$ cat src/abrc_pkg.sv
// abrc_pkg: shared types, codes and timing constants for the alarm buzzer
// ramp controller. Used by every module under src; depends on nothing.
`default_nettype none

package abrc_pkg;

   // field widths
   localparam int TIME_W   = 16;
   localparam int HOUR_W   = 5;
   localparam int MINUTE_W = 6;
   localparam int DUTY_W   = 11;
   localparam int RAMPS_W  = 4;
   localparam int CSR_IDX_W  = 1;
   localparam int CSR_DATA_W = 6;

   // opcodes
   localparam logic OP_TICK       = 1'b0;
   localparam logic OP_SET_ENABLE = 1'b1;

   // register indexes
   localparam logic [CSR_IDX_W-1:0] CSR_ALARM_HOURS   = 1'b0;
   localparam logic [CSR_IDX_W-1:0] CSR_ALARM_MINUTES = 1'b1;

   // register reset values
   localparam logic [HOUR_W-1:0]   ALARM_HOURS_RESET   = 5'd10;
   localparam logic [MINUTE_W-1:0] ALARM_MINUTES_RESET = 6'd0;

   // ramp and timing constants
   localparam logic [RAMPS_W-1:0] RAMP_COUNT      = 4'd10;
   localparam logic [DUTY_W-1:0]  DUTY_FIRST      = 11'h2FF;
   localparam logic [DUTY_W-1:0]  DUTY_LIMIT      = 11'h400;
   localparam logic [DUTY_W-1:0]  DUTY_STEP       = 11'h001;
   localparam logic [TIME_W-1:0]  HALF_PERIOD_MS  = 16'd300;
   localparam logic [TIME_W-1:0]  OFF_HOLD_MS     = 16'd8000;
   localparam logic [TIME_W-1:0]  RESTART_HOLD_MS = 16'd1000;

   // one input word
   typedef struct packed {
      logic                opcode;
      logic [TIME_W-1:0]   now_millis;
      logic                switch_pressed;
      logic [HOUR_W-1:0]   rtc_hours;
      logic [MINUTE_W-1:0] rtc_minutes;
      logic                enable_value;
   } req_item_type;

   // one result word
   typedef struct packed {
      logic [DUTY_W-1:0] pwm_duty;
      logic              alarm_active;
      logic              alarm_armed;
   } rsp_item_type;

endpackage

`default_nettype wire

$ cat src/abrc_in_stage.sv
// abrc_in_stage: input register of the controller, holds one request word
// and its valid flag. Depends on abrc_pkg.
`default_nettype none

module abrc_in_stage (
   input  wire logic                   clock,
   input  wire logic                   reset,
   input  wire logic                   in_valid,
   input  wire abrc_pkg::req_item_type in_item,
   output logic                        in_stall,
   input  wire logic                   take,
   output logic                        valid_ff,
   output abrc_pkg::req_item_type      item_ff
);

   logic                   valid_in;
   logic                   accept;
   abrc_pkg::req_item_type item_in;

   // hold while the word cannot move on
   assign in_stall = valid_ff & ~take;
   assign accept   = in_valid & ~in_stall;
   assign valid_in = accept | (valid_ff & ~take);
   assign item_in  = accept ? in_item : item_ff;

   // valid flag
   always_ff @(posedge clock) begin
      if (reset) begin
         valid_ff <= 1'b0;
      end else begin
         valid_ff <= valid_in;
      end
   end

   // payload
   always_ff @(posedge clock) begin
      item_ff <= item_in;
   end

endmodule

`default_nettype wire

$ cat src/abrc_core.sv
// abrc_core: alarm registers and alarm state, with the one-pass update for
// a tick or a set-enable word. Depends on abrc_pkg.
`default_nettype none

module abrc_core (
   input  wire logic                                    clock,
   input  wire logic                                    reset,
   input  wire logic                                    csr_write_enable,
   input  wire logic [abrc_pkg::CSR_IDX_W-1:0]          csr_index,
   input  wire logic [abrc_pkg::CSR_DATA_W-1:0]         csr_write_data,
   input  wire logic                                    fire,
   input  wire abrc_pkg::req_item_type                  item,
   output abrc_pkg::rsp_item_type                       result
);

   // alarm time registers
   logic [abrc_pkg::HOUR_W-1:0]   alarm_hours_ff;
   logic [abrc_pkg::MINUTE_W-1:0] alarm_minutes_ff;

   // alarm state
   logic                          armed_ff, armed_in;
   logic                          active_ff, active_in;
   logic                          beep_on_ff, beep_on_in;
   logic [abrc_pkg::DUTY_W-1:0]   ramp_duty_ff, ramp_duty_in;
   logic [abrc_pkg::RAMPS_W-1:0]  ramps_left_ff, ramps_left_in;
   logic [abrc_pkg::TIME_W-1:0]   toggle_start_ff, toggle_start_in;
   logic                          switch_held_ff, switch_held_in;
   logic [abrc_pkg::TIME_W-1:0]   switch_start_ff, switch_start_in;
   logic [abrc_pkg::DUTY_W-1:0]   loaded_duty_ff, loaded_duty_in;

   // configuration writes
   always_ff @(posedge clock) begin
      if (reset) begin
         alarm_hours_ff   <= abrc_pkg::ALARM_HOURS_RESET;
         alarm_minutes_ff <= abrc_pkg::ALARM_MINUTES_RESET;
      end else if (csr_write_enable) begin
         case (csr_index)
            abrc_pkg::CSR_ALARM_HOURS:
               alarm_hours_ff <= csr_write_data[abrc_pkg::HOUR_W-1:0];
            abrc_pkg::CSR_ALARM_MINUTES:
               alarm_minutes_ff <= csr_write_data[abrc_pkg::MINUTE_W-1:0];
            default: ;
         endcase
      end
   end

   // next state for the word in the input register
   always_comb begin
      logic [abrc_pkg::TIME_W-1:0] held;
      logic [abrc_pkg::TIME_W-1:0] since;

      armed_in        = armed_ff;
      active_in       = active_ff;
      beep_on_in      = beep_on_ff;
      ramp_duty_in    = ramp_duty_ff;
      ramps_left_in   = ramps_left_ff;
      toggle_start_in = toggle_start_ff;
      switch_held_in  = switch_held_ff;
      switch_start_in = switch_start_ff;
      loaded_duty_in  = loaded_duty_ff;
      held            = item.now_millis - switch_start_ff;
      since           = item.now_millis - toggle_start_ff;

      if (item.opcode == abrc_pkg::OP_SET_ENABLE) begin
         armed_in = item.enable_value;
      end else if (active_ff) begin
         armed_in = 1'b0;
         // off switch handling
         if (switch_held_ff) begin
            if (held > abrc_pkg::OFF_HOLD_MS) begin
               active_in = 1'b0;
            end else if (held > abrc_pkg::RESTART_HOLD_MS) begin
               switch_held_in = item.switch_pressed;
               if (!item.switch_pressed) begin
                  // released after the restart hold: beep from the start
                  ramp_duty_in    = abrc_pkg::DUTY_FIRST;
                  ramps_left_in   = abrc_pkg::RAMP_COUNT;
                  toggle_start_in = item.now_millis;
                  beep_on_in      = 1'b1;
                  loaded_duty_in  = abrc_pkg::DUTY_FIRST;
                  since           = '0;
               end
            end
         end else if (item.switch_pressed) begin
            switch_held_in  = 1'b1;
            switch_start_in = item.now_millis;
         end

         // buzzer toggle and ramp
         if (switch_held_in || !active_in) begin
            loaded_duty_in = '0;
         end else if (since >= abrc_pkg::HALF_PERIOD_MS) begin
            beep_on_in = ~beep_on_in;
            if (beep_on_in) begin
               ramp_duty_in = ramp_duty_in + abrc_pkg::DUTY_STEP;
               if (ramp_duty_in >= abrc_pkg::DUTY_LIMIT) begin
                  ramp_duty_in  = abrc_pkg::DUTY_FIRST;
                  ramps_left_in = ramps_left_in - abrc_pkg::RAMPS_W'(1);
                  if (ramps_left_in == '0) begin
                     active_in = 1'b0;
                  end
               end
            end
            loaded_duty_in  = (active_in && beep_on_in) ? ramp_duty_in : '0;
            toggle_start_in = toggle_start_in + abrc_pkg::HALF_PERIOD_MS;
         end
      end else if (armed_ff) begin
         // trigger on matching clock time
         if (item.rtc_hours == alarm_hours_ff && item.rtc_minutes == alarm_minutes_ff) begin
            active_in       = 1'b1;
            ramp_duty_in    = abrc_pkg::DUTY_FIRST;
            ramps_left_in   = abrc_pkg::RAMP_COUNT;
            toggle_start_in = item.now_millis;
            beep_on_in      = 1'b1;
            switch_held_in  = 1'b0;
            loaded_duty_in  = abrc_pkg::DUTY_FIRST;
         end
      end
   end

   // result reflects the state after this word
   assign result.pwm_duty     = loaded_duty_in;
   assign result.alarm_active = active_in;
   assign result.alarm_armed  = armed_in;

   // control state
   always_ff @(posedge clock) begin
      if (reset) begin
         armed_ff        <= 1'b0;
         active_ff       <= 1'b0;
         beep_on_ff      <= 1'b0;
         ramp_duty_ff    <= '0;
         ramps_left_ff   <= '0;
         toggle_start_ff <= '0;
         switch_held_ff  <= 1'b0;
         switch_start_ff <= '0;
         loaded_duty_ff  <= '0;
      end else if (fire) begin
         armed_ff        <= armed_in;
         active_ff       <= active_in;
         beep_on_ff      <= beep_on_in;
         ramp_duty_ff    <= ramp_duty_in;
         ramps_left_ff   <= ramps_left_in;
         toggle_start_ff <= toggle_start_in;
         switch_held_ff  <= switch_held_in;
         switch_start_ff <= switch_start_in;
         loaded_duty_ff  <= loaded_duty_in;
      end
   end

endmodule

`default_nettype wire

$ cat src/alarm_buzzer_ramp_controller.sv
// alarm_buzzer_ramp_controller: top level, input register, alarm core and
// result register. Depends on abrc_pkg, abrc_in_stage and abrc_core.
//
//   channel  | handshake              | payload
//   ---------+------------------------+------------------------------------------
//   req      | req_valid / req_stall  | opcode, now_millis, switch, rtc time, enable
//   rsp      | rsp_valid / rsp_stall  | pwm_duty, alarm_active, alarm_armed
//   csr      | csr_write_enable       | csr_index, csr_write_data
//
// one word per cycle while rsp is not stalled; each result reaches rsp through the
// input register, then the state update feeding the result register
// a stalled result register holds the input register, which then stalls req
// synchronous reset clears state, flags and loads the default alarm time 10:00
`default_nettype none

module alarm_buzzer_ramp_controller (
   input  wire logic                                clock,
   input  wire logic                                reset,
   input  wire logic                                req_valid,
   output logic                                     req_stall,
   input  wire logic                                req_opcode,
   input  wire logic [abrc_pkg::TIME_W-1:0]         req_now_millis,
   input  wire logic                                req_switch_pressed,
   input  wire logic [abrc_pkg::HOUR_W-1:0]         req_rtc_hours,
   input  wire logic [abrc_pkg::MINUTE_W-1:0]       req_rtc_minutes,
   input  wire logic                                req_enable_value,
   output logic                                     rsp_valid,
   input  wire logic                                rsp_stall,
   output logic [abrc_pkg::DUTY_W-1:0]              rsp_pwm_duty,
   output logic                                     rsp_alarm_active,
   output logic                                     rsp_alarm_armed,
   input  wire logic                                csr_write_enable,
   input  wire logic [abrc_pkg::CSR_IDX_W-1:0]      csr_index,
   input  wire logic [abrc_pkg::CSR_DATA_W-1:0]     csr_write_data
);

   abrc_pkg::req_item_type req_item;
   abrc_pkg::req_item_type stage_item;
   abrc_pkg::rsp_item_type core_result;
   abrc_pkg::rsp_item_type rsp_item_ff, rsp_item_in;
   logic                   stage_valid;
   logic                   advance;
   logic                   rsp_valid_ff, rsp_valid_in;

   // pack request word
   assign req_item.opcode         = req_opcode;
   assign req_item.now_millis     = req_now_millis;
   assign req_item.switch_pressed = req_switch_pressed;
   assign req_item.rtc_hours      = req_rtc_hours;
   assign req_item.rtc_minutes    = req_rtc_minutes;
   assign req_item.enable_value   = req_enable_value;

   // word moves on when the result register is free or being drained
   assign advance = stage_valid & (~rsp_valid_ff | ~rsp_stall);

   abrc_in_stage u_in_stage (
      .clock    (clock),
      .reset    (reset),
      .in_valid (req_valid),
      .in_item  (req_item),
      .in_stall (req_stall),
      .take     (advance),
      .valid_ff (stage_valid),
      .item_ff  (stage_item)
   );

   abrc_core u_core (
      .clock            (clock),
      .reset            (reset),
      .csr_write_enable (csr_write_enable),
      .csr_index        (csr_index),
      .csr_write_data   (csr_write_data),
      .fire             (advance),
      .item             (stage_item),
      .result           (core_result)
   );

   // result register
   assign rsp_valid_in = advance | (rsp_valid_ff & rsp_stall);
   assign rsp_item_in  = advance ? core_result : rsp_item_ff;

   always_ff @(posedge clock) begin
      if (reset) begin
         rsp_valid_ff <= 1'b0;
      end else begin
         rsp_valid_ff <= rsp_valid_in;
      end
   end

   always_ff @(posedge clock) begin
      rsp_item_ff <= rsp_item_in;
   end

   assign rsp_valid        = rsp_valid_ff;
   assign rsp_pwm_duty     = rsp_item_ff.pwm_duty;
   assign rsp_alarm_active = rsp_item_ff.alarm_active;
   assign rsp_alarm_armed  = rsp_item_ff.alarm_armed;

   // a loaded duty means the alarm is sounding
   assert property (@(posedge clock) disable iff (reset)
      (rsp_valid && rsp_pwm_duty != '0) |-> rsp_alarm_active)
      else $error("nonzero duty while alarm inactive");

   // loaded duty stays on the ramp
   assert property (@(posedge clock) disable iff (reset)
      (rsp_valid && rsp_pwm_duty != '0) |->
      (rsp_pwm_duty >= abrc_pkg::DUTY_FIRST && rsp_pwm_duty < abrc_pkg::DUTY_LIMIT))
      else $error("duty outside ramp range");

   // a word that moves on shows up as a result next cycle
   assert property (@(posedge clock) disable iff (reset)
      advance |=> rsp_valid)
      else $error("advanced word lost");

endmodule

`default_nettype wire

$ cat config.mk
export PLATFORM = sky130hd
export DESIGN_NAME = alarm_buzzer_ramp_controller
export DESIGN_NICKNAME = d
export VERILOG_FILES = /design/src/abrc_pkg.sv /design/src/abrc_in_stage.sv /design/src/abrc_core.sv /design/src/alarm_buzzer_ramp_controller.sv
export SDC_FILE = /design/constraint.sdc
export NUM_CORES = 1
export LEC_CHECK = 0
export BUFFER_PORTS_ARGS = -buffer_cell sky130_fd_sc_hd__buf_2
export CELL_PAD_IN_SITES_DETAIL_PLACEMENT = 1
export CELL_PAD_IN_SITES_GLOBAL_PLACEMENT = 1
export CORE_UTILIZATION = 42
export DETAILED_ROUTE_END_ITERATION = 10
export GPL_ROUTABILITY_DRIVEN = 0
export HOLD_SLACK_MARGIN = 0.12
export PLACE_DENSITY_LB_ADDON = 0.1
export SLEW_MARGIN = 15
export SYNTH_ARGS = -nofsm -noshare
export SYNTH_HDL_FRONTEND = slang
export SYNTH_SLANG_ARGS = --single-unit
$ cat constraint.sdc
create_clock -name clock -period 4.3 [get_ports clock]
set_input_delay 0.215 -clock clock [delete_from_list [all_inputs] [get_ports clock]]
set_output_delay 0.215 -clock clock [all_outputs]
set_load 0.005 [all_outputs]
==> impl_metrics.json, run 1 <==
{
  "synth_simple_gate_area_share_pct": 19.4,
  "post_route_cells_drive_above_1_share_pct": 27.0,
  "failed_checks": "negative setup slack",
  "num-fill-cells": 2037,
  "synth_adder_area_share_pct": 6.17,
  "maxCapViolCount": 0,
  "post-place-ws_ps": -253,
  "cell_area_after_synthesis_sq_um": 7540,
  "multiInputGateArea_sq_um": 4970,
  "tritoncts_clock_tree": "yes",
  "finalHoldWorstSlack_ps": 440,
  "power.share.combinational_pct": 13.3,
  "final-seq-area_sq_um": 2790,
  "worstPathBufferInverterCount": 4,
  "yosysWarningCount": 0,
  "cts_root_buffer": "sky130_fd_sc_hd__clkbuf_16",
  "synth_compound_area_share_pct": 25.7,
  "grt_first_pass_wirelength_microns": 42300,
  "worst-endpoint-required_ps": 4640,
  "hold_viol_final": 0,
  "worst_setup_path_end_kind": "register",
  "vias": 7925,
  "synth_seq_cells": 118,
  "ctsHtreeMaxLevel": 4,
  "finalSetupViolCount": 6,
  "fmax_mhz": 228,
  "synth.distinct_cells": 81,
  "gr-usage-all-layers_pct": 30.0,
  "outcome": "finished, violations left",
  "area_growth_syn_to_layout_pct": 36.9,
  "critPathKind": "reg -> reg",
  "synth_xor_xnor_area_share_pct": 4.07,
  "floorplan.core_area_sq_um": 17400,
  "critical_path.top_delay_family": "compound AO/OA/AOI/OAI gates",
  "router_iterations_before_antenna_repair": 7,
  "critical_path.slowest_cell": "sky130_fd_sc_hd__dfxtp_1",
  "synth-seq-area-share_pct": 37.0,
  "switchingPower_mw": 0.864,
  "rsz0062_at_grt": "true",
  "cp_max_fo": 6,
  "power_switching_share_pct": 27.6,
  "detail_route.wirelength_microns": 28800,
  "timing.critical_path.mode_cell": "sky130_fd_sc_hd__nor2_4",
  "pin_count": 57,
  "critical_path_cell_by_cell": "inv_1, ha_1, nand2b_1, a211oi_2, buf_4, o21a_1, o2111ai_1, a21boi_2, o41a_1, buf_4, and4_4, nor2_4, ha_4, nor2_4, o21ai_2, a21oi_2, o21ai_4, nor2_4, a2111oi_4, o21a_2, buf_6, nand3_2, a211oi_2",
  "biggest_cell_delay_along_the_critical_path_ps": 460,
  "type_of_the_most_critical_hold_path": "in -> reg",
  "fin_tns_setup_ps": -291,
  "diodes_inserted": 0,
  "drc_viols": 0,
  "design.die.area_sq_um": 18500,
  "wire_per_inst_microns": 22.1,
  "synth_top_family_by_area": "compound AO/OA/AOI/OAI gates",
  "post_synth_mux_area_share_pct": 2.84,
  "vdd.ir_drop.worst_uv": 262,
  "worst-slew-pin-transition_ps": 979,
  "synth-async-reset-ratio_pct": 0,
  "period_minus_slack_ps": 4390,
  "clock-sinks": 118,
  "power_density_nw_per_um2": 303,
  "row_count": 48,
  "num-nets-final": 1144,
  "synth_fp_nets": 972,
  "intPower_mw": 2.26,
  "global_route.overflow_total": 0,
  "die_width_microns": 136,
  "number_of_drc_markers_in_iteration_0": 552,
  "dp_hpwl_microns": 18100,
  "max-clock-path-buffers": 2,
  "clock_pin_slew_on_the_worst_setup_and_hold_paths_ps": 60,
  "ys.flop_type": "sky130_fd_sc_hd__dfxtp_1",
  "finClkSkew_ps": 9.67,
  "avgViaCountPerCell": 6.08,
  "total_leakage_power_nw": 4.01,
  "finalMaxSlewViolations": 0,
  "initial_utilization_pct": 43.3,
  "finalCritPeriodShare_pct": 102,
  "setup.worst_path.start_class": "register",
  "die_h_microns": 136,
  "route.antenna.remaining_nets": 0,
  "setup_slack_ps": -90.0,
  "power.clock.fraction_pct": 47.7,
  "placedCellCount": 1191,
  "post_layout_nonfiller_instances": 1304,
  "pwr-share-seq_pct": 39.0,
  "tritoncts.num_buffers": 17,
  "syn_avg_cell_area_sq_um": 8.43,
  "grt_pass1_vias": 7859,
  "largest_net_degree_at_the_start_of_global_routing": 61,
  "maxSlewHeadroom_pct": 34.6,
  "regToRegSetupSlack_ps": -90,
  "port-buffer-count": 56,
  "clkLatencyLatePin_ps": 420,
  "arrival_ps": 4730,
  "number_of_synthesized_flops_with_an_enable_pin": 43,
  "antenna_violations_before_repair": 0,
  "cell_count_after_synthesis": 894
}
[tightest hold or removal path, delay by kind of cell]
| family | cells | cell delay (ps) |
|---|---|---|
| simple gates | 1 | 160 |
| buf+inv | 2 | 450 |
[registers in the layout, summed over array words and instances, names as in the netlist, 5 cells and up]
name	count
rsp_pwm_duty	11
u_core.loaded_duty_ff	11
u_core.alarm_hours_ff	5
u_core.ramp_duty_ff	11
u_core.toggle_start_ff	16
u_core.alarm_minutes_ff	6
u_core.switch_start_ff	16
u_in_stage.item_ff	30
[per-stage QoR]
step,area [sq um],util (%),power (mW)
after floorplan,7610,-,1.45
after global placement,8420,48.3,1.56
after detailed placement,8420,48.3,1.58
after CTS,9780,56.1,3.11
after global routing,10300,59.3,3.22
final,10300,59.3,3.13
[power by group through the flow]
stage / sequential (mW) / combinational (mW) / clock, mW
floorplan: 1.24 / 0.208 / 0
global route: 1.22 / 0.445 / 1.55
global placement: 1.24 / 0.324 / 0
detailed placement: 1.24 / 0.338 / 0
CTS: 1.22 / 0.385 / 1.51
finish: 1.22 / 0.416 / 1.49
[worst paths after layout]
check                                                        startpoint                                 endpoint  cells after the start
worst max register to register   u_core.switch_start_ff[1]$_SDFFE_PP0P_    u_core.loaded_duty_ff[6]$_SDFFE_PP0P_                     23
worst min-delay path                                              reset    u_core.alarm_hours_ff[3]$_SDFFE_PP1P_                      3
worst max-delay path             u_core.switch_start_ff[1]$_SDFFE_PP0P_    u_core.loaded_duty_ff[6]$_SDFFE_PP0P_                     23
worst min register to register  u_core.switch_start_ff[13]$_SDFFE_PP0P_  u_core.switch_start_ff[13]$_SDFFE_PP0P_                      2
[what timing repair did]
action / CTS / global route
hold buffers: 41 / 0
gates resized for setup: 51 / 76
setup endpoints to repair: 27 / 48
gates cloned: 0 / 2
hold endpoints to repair: 43 / 0
setup buffers: 18 / 22
pin swaps: 31 / 54
[layout by cell type, fill, tap and decap left out, types with 10 or more instances in the layout]
| cell | instances |
|---|---|
| sky130_fd_sc_hd__buf_2 | 56 |
| sky130_fd_sc_hd__a211oi_1 | 15 |
| sky130_fd_sc_hd__nand2_1 | 115 |
| sky130_fd_sc_hd__o21a_1 | 10 |
| sky130_fd_sc_hd__inv_1 | 46 |
| sky130_fd_sc_hd__xnor2_1 | 23 |
| sky130_fd_sc_hd__clkbuf_16 | 18 |
| sky130_fd_sc_hd__a21o_1 | 14 |
| sky130_fd_sc_hd__edfxtp_1 | 43 |
| sky130_fd_sc_hd__xor2_1 | 10 |
| sky130_fd_sc_hd__buf_6 | 11 |
| sky130_fd_sc_hd__a21oi_1 | 72 |
| sky130_fd_sc_hd__nor2_1 | 66 |
| sky130_fd_sc_hd__nand3_1 | 30 |
| sky130_fd_sc_hd__buf_4 | 81 |
| sky130_fd_sc_hd__o21ai_0 | 37 |
| sky130_fd_sc_hd__nand4_1 | 10 |
| sky130_fd_sc_hd__dfxtp_1 | 75 |
| sky130_fd_sc_hd__mux2i_1 | 16 |
| sky130_fd_sc_hd__dlygate4sd3_1 | 41 |
| sky130_fd_sc_hd__ha_1 | 26 |
| sky130_fd_sc_hd__nor3_1 | 11 |
| sky130_fd_sc_hd__and3_1 | 10 |
[per-layer routing]
metal	track usage, %	part of all wire, %
met5	0	0
met4	9.69	1.8
met3	5.29	4.0
met2	51.6	50
met1	37.9	44
[cell usage after synthesis (all sizes together) (4+ instances only)]
cell type	number	share of area, %
nand4	10	0.83
o22a	4	0.46
nand2	118	5.9
xor2	10	1.2
nor3	17	1.3
buf	13	1.0
o211ai	9	0.90
a21o	15	1.5
clkbuf	27	1.3
nor2	78	3.9
o21ai	53	3.6
a31oi	8	0.86
o31ai	4	0.40
o211a	7	0.93
and2	4	0.37
o21a	11	1.1
a2bb2oi	6	0.70
xnor2	25	2.9
or3	10	0.83
nor4	4	0.33
o221a	5	0.75
mux2i	18	2.4
nand3	34	2.3
a221oi	10	1.4
a211oi	20	2.1
nor2b	9	0.75
and3	10	0.83
ha	34	5.6
inv	48	2.4
edfxtp	43	17
a21oi	82	5.4
a2111oi	4	0.65
o22ai	6	0.50
dfxtp	75	20
nand2b	10	0.83
[logic make-up (layout without fill, tap and decap cells)]
family,Yosys count,in the layout
AO/OA/AOI/OAI,280,280
buffers and inverters,88,272
flip-flops,118,118
adder cells (fa/ha/maj),36,36
multiplexers,21,21
XOR/XNOR,35,35
AND/OR/NAND/NOR,316,317
[layout make-up]
class / count / share of cell area (%)
multi-input cells: 689 / 48.2
flip-flops and latches: 118 / 27.1
repair buffers: 192 / 14.4
clock buffers: 17 / 4.12
well taps: 225 / 2.73
clock inverters: 15 / 1.75
inverters: 48 / 1.75
Note: power is estimated with default switching activity, not from simulation.
==> run 2, diff against run 1 <==
Settings changed: ABC_AREA set to 1, CORE_UTILIZATION 42 to 40.
==> run 2 against run 1 <==
  * The flow now finishes without violations
  * Sequential power hardly changed
  * Non-clock buffer count shrank 57
  * Hold slack worse by 300 ps
  * Largest cell class unchanged
  * Global-route usage decreased by 4.2 points
  * Fmax increased by 12%
==> impl_metrics.json, run 2 <==
{
  "area_growth_syn_to_layout_pct": 22.5,
  "synth_seq_cells": 118,
  "synth.distinct_cells": 51,
  "yosysWarningCount": 0,
  "avgViaCountPerCell": 5.09,
  "num-nets-final": 1398,
  "worst_setup_path_end_kind": "register",
  "layout_common_cells": "sky130_fd_sc_hd__nand2_1, sky130_fd_sc_hd__inv_1, sky130_fd_sc_hd__a21oi_1, sky130_fd_sc_hd__nand3_1, sky130_fd_sc_hd__o21ai_0",
  "initial_utilization_pct": 41.1,
  "largest-register": "u_in_stage.item_ff",
  "finalCritPeriodShare_pct": 91.4,
  "placedCellCount": 1516,
  "ctsHtreeMaxLevel": 4,
  "post_layout_nonfiller_instances": 1598,
  "biggest_cell_delay_along_the_critical_path_ps": 400,
  "cell_area_after_synthesis_sq_um": 8050,
  "critical_path.top_delay_family": "simple AND/OR/NAND/NOR gates",
  "critPathKind": "reg -> reg",
  "route.antenna.remaining_nets": 0,
  "finalCoreUtilization_pct": 50.3,
  "number_of_synthesized_flops_with_an_enable_pin": 43,
  "worstPathBufferInverterCount": 3,
  "finalSetupViolCount": 0,
  "synth.area.top_cells": "sky130_fd_sc_hd__dfxtp_1, sky130_fd_sc_hd__edfxtp_1, sky130_fd_sc_hd__nand2_1, sky130_fd_sc_hd__inv_1, sky130_fd_sc_hd__a21oi_1",
  "dp_hpwl_microns": 18000,
  "timing.critical_path.mode_cell": "sky130_fd_sc_hd__nand2_1",
  "worst-endpoint-required_ps": 4600,
  "clock-sinks": 118,
  "number_of_flip_flops_under_the_largest_register_name": 30,
  "r2r-start": "u_in_stage.item_ff[13]$_DFFE_PP_",
  "hold_path_startpoint": "csr_index",
  "floorplan.core_area_sq_um": 19600,
  "power_density_nw_per_um2": 328,
  "grt_pass1_vias": 8284,
  "global_route.overflow_total": 0,
  "synth.most_common_cell": "sky130_fd_sc_hd__nand2_1",
  "cell_count_after_synthesis": 1198,
  "reg_top3": "u_in_stage.item_ff: 30 flops, u_core.switch_start_ff: 16 flops, u_core.toggle_start_ff: 16 flops",
  "antenna_violations_before_repair": 0,
  "ys.flop_type": "sky130_fd_sc_hd__dfxtp_1",
  "synth-async-reset-ratio_pct": 0,
  "port-buffer-count": 56,
  "tritoncts_clock_tree": "yes",
  "finClkSkew_ps": 13.8,
  "row_count": 51,
  "pin_count": 57,
  "maxCapViolCount": 0,
  "gr-usage-all-layers_pct": 25.8,
  "syn_avg_cell_area_sq_um": 6.72,
  "drc_viols": 0,
  "number_of_drc_markers_in_iteration_0": 357,
  "finalMaxSlewViolations": 0,
  "clock_pin_slew_on_the_worst_setup_and_hold_paths_ps": 70,
  "setup.worst_path.start_class": "register",
  "design.die.area_sq_um": 20700,
  "period_minus_slack_ps": 3930,
  "vdd.ir_drop.worst_uv": 249,
  "sum_of_internal_switching_and_leakage_power_mw": 3.23,
  "type_of_the_most_critical_hold_path": "in -> reg",
  "synth_top_area_cell": "sky130_fd_sc_hd__dfxtp_1",
  "worst-slew-pin-transition_ps": 1010,
  "total_leakage_power_nw": 4.59,
  "die_width_microns": 144,
  "crit_start": "u_in_stage.item_ff[13]$_DFFE_PP_",
  "wire_per_inst_microns": 15.8,
  "tritoncts.num_buffers": 17,
  "maxSlewHeadroom_pct": 32.9,
  "cp_max_fo": 9,
  "clkLatencyLatePin_ps": 440,
  "fmax_mhz": 254,
  "hold_viol_final": 0,
  "synth_top_cells_by_count": "sky130_fd_sc_hd__nand2_1, sky130_fd_sc_hd__inv_1, sky130_fd_sc_hd__a21oi_1",
  "post_route_cells_drive_above_1_share_pct": 15.3,
  "yosys.area.top_type_share_pct": 18.7,
  "largest_net_degree_at_the_start_of_global_routing": 56,
  "outcome": "completed",
  "post-place-ws_ps": 100,
  "grt_first_pass_wirelength_microns": 41500,
  "arrival_ps": 4230,
  "most_common_library_cell_in_the_layout_ignoring_fill_and_taps": "sky130_fd_sc_hd__nand2_1",
  "max-clock-path-buffers": 2,
  "diodes_inserted": 0,
  "detail_route.wirelength_microns": 25200,
  "synth-seq-area-share_pct": 34.7,
  "rsz0062_at_grt": "true",
  "router_iterations_before_antenna_repair": 5,
  "synth_fp_nets": 1276,
  "cts_root_buffer": "sky130_fd_sc_hd__clkbuf_16",
  "critical_path.slowest_cell": "sky130_fd_sc_hd__fa_1",
  "setup_slack_ps": 370,
  "die_h_microns": 144,
  "vias": 8131
}
==> run 2: cells by family (layout without fill, tap and decap cells) <==
| logic type | after synthesis | in the layout | synth area share [%] |
|---|---|---|---|
| flops | 118 | 118 | 34.7 |
| compound gates | 230 | 230 | 15.8 |
| simple gates | 577 | 577 | 31.1 |
| xor+xnor | 18 | 18 | 1.96 |
| fa+ha+maj | 36 | 36 | 5.78 |
| buf+inv | 219 | 354 | 10.7 |
==> run 2: repair_timing <==
action	4_1_cts	5_1_grt
buffers inserted	0	12
endpoints found under the setup margin	0	41
gates resized for setup	0	19
hold endpoints to repair	43	0
hold buffers	38	0
==> run 2: per-layer routing <==
layer / vias up / share of wire [%] / wire [microns] / track usage, %
met2: 125 / 49 / 12200 / 45.6
met1: 3859 / 47 / 11800 / 31.9
met4: 0 / 1.2 / 308 / 6.77
li1: 4126 / - / - / -
met3: 21 / 3.2 / 797 / 4.63
met5: - / 0 / 0 / 0
==> run 2: cell type report <==
type,count,area [sq um]
Fill cell,2590,9730
Multi-Input combinational cell,861,4460
Clock inverter,14,160
Timing Repair Buffer,135,972
Tap cell,265,332
Sequential cell,118,2790
Clock buffer,18,439
Inverter,187,702
==> run 2: metrics by stage <==
step / hold slack [ps] / cell area, sq um / setup TNS [ps]
after CTS: 125 / 9700 / 0
after global routing: 179 / 9860 / -19.6
after floorplan: 314 / 8050 / 0
final: 143 / 9860 / 0
after global placement: 391 / 8720 / 0
after detailed placement: 393 / 8720 / 0
==> run 2: power breakdown <==
part / internal (mW) / switching (mW)
Sequential: 1.21 / 0.0274
Clock: 0.886 / 0.620
Combinational: 0.183 / 0.306
==> run 2: worst reg2reg max path, delay by kind of cell, from the launching register on <==
kind            cells  cell delay (ps)
fa+ha+maj           3              870
buf+inv             3              360
flops               1              340
simple gates       20             1900
compound gates      3              350
==> run 2: worst paths after layout <==
kind | end | slack, ps | cells past startpoint
max | u_core.toggle_start_ff[14]$_SDFFE_PP0P_ | 370 | 29
min | u_core.alarm_hours_ff[1]$_SDFFE_PP1P_ | 140 | 4
max reg2reg | u_core.toggle_start_ff[14]$_SDFFE_PP0P_ | 370 | 29
min reg2reg | u_core.switch_start_ff[2]$_SDFFE_PP0P_ | 460 | 2
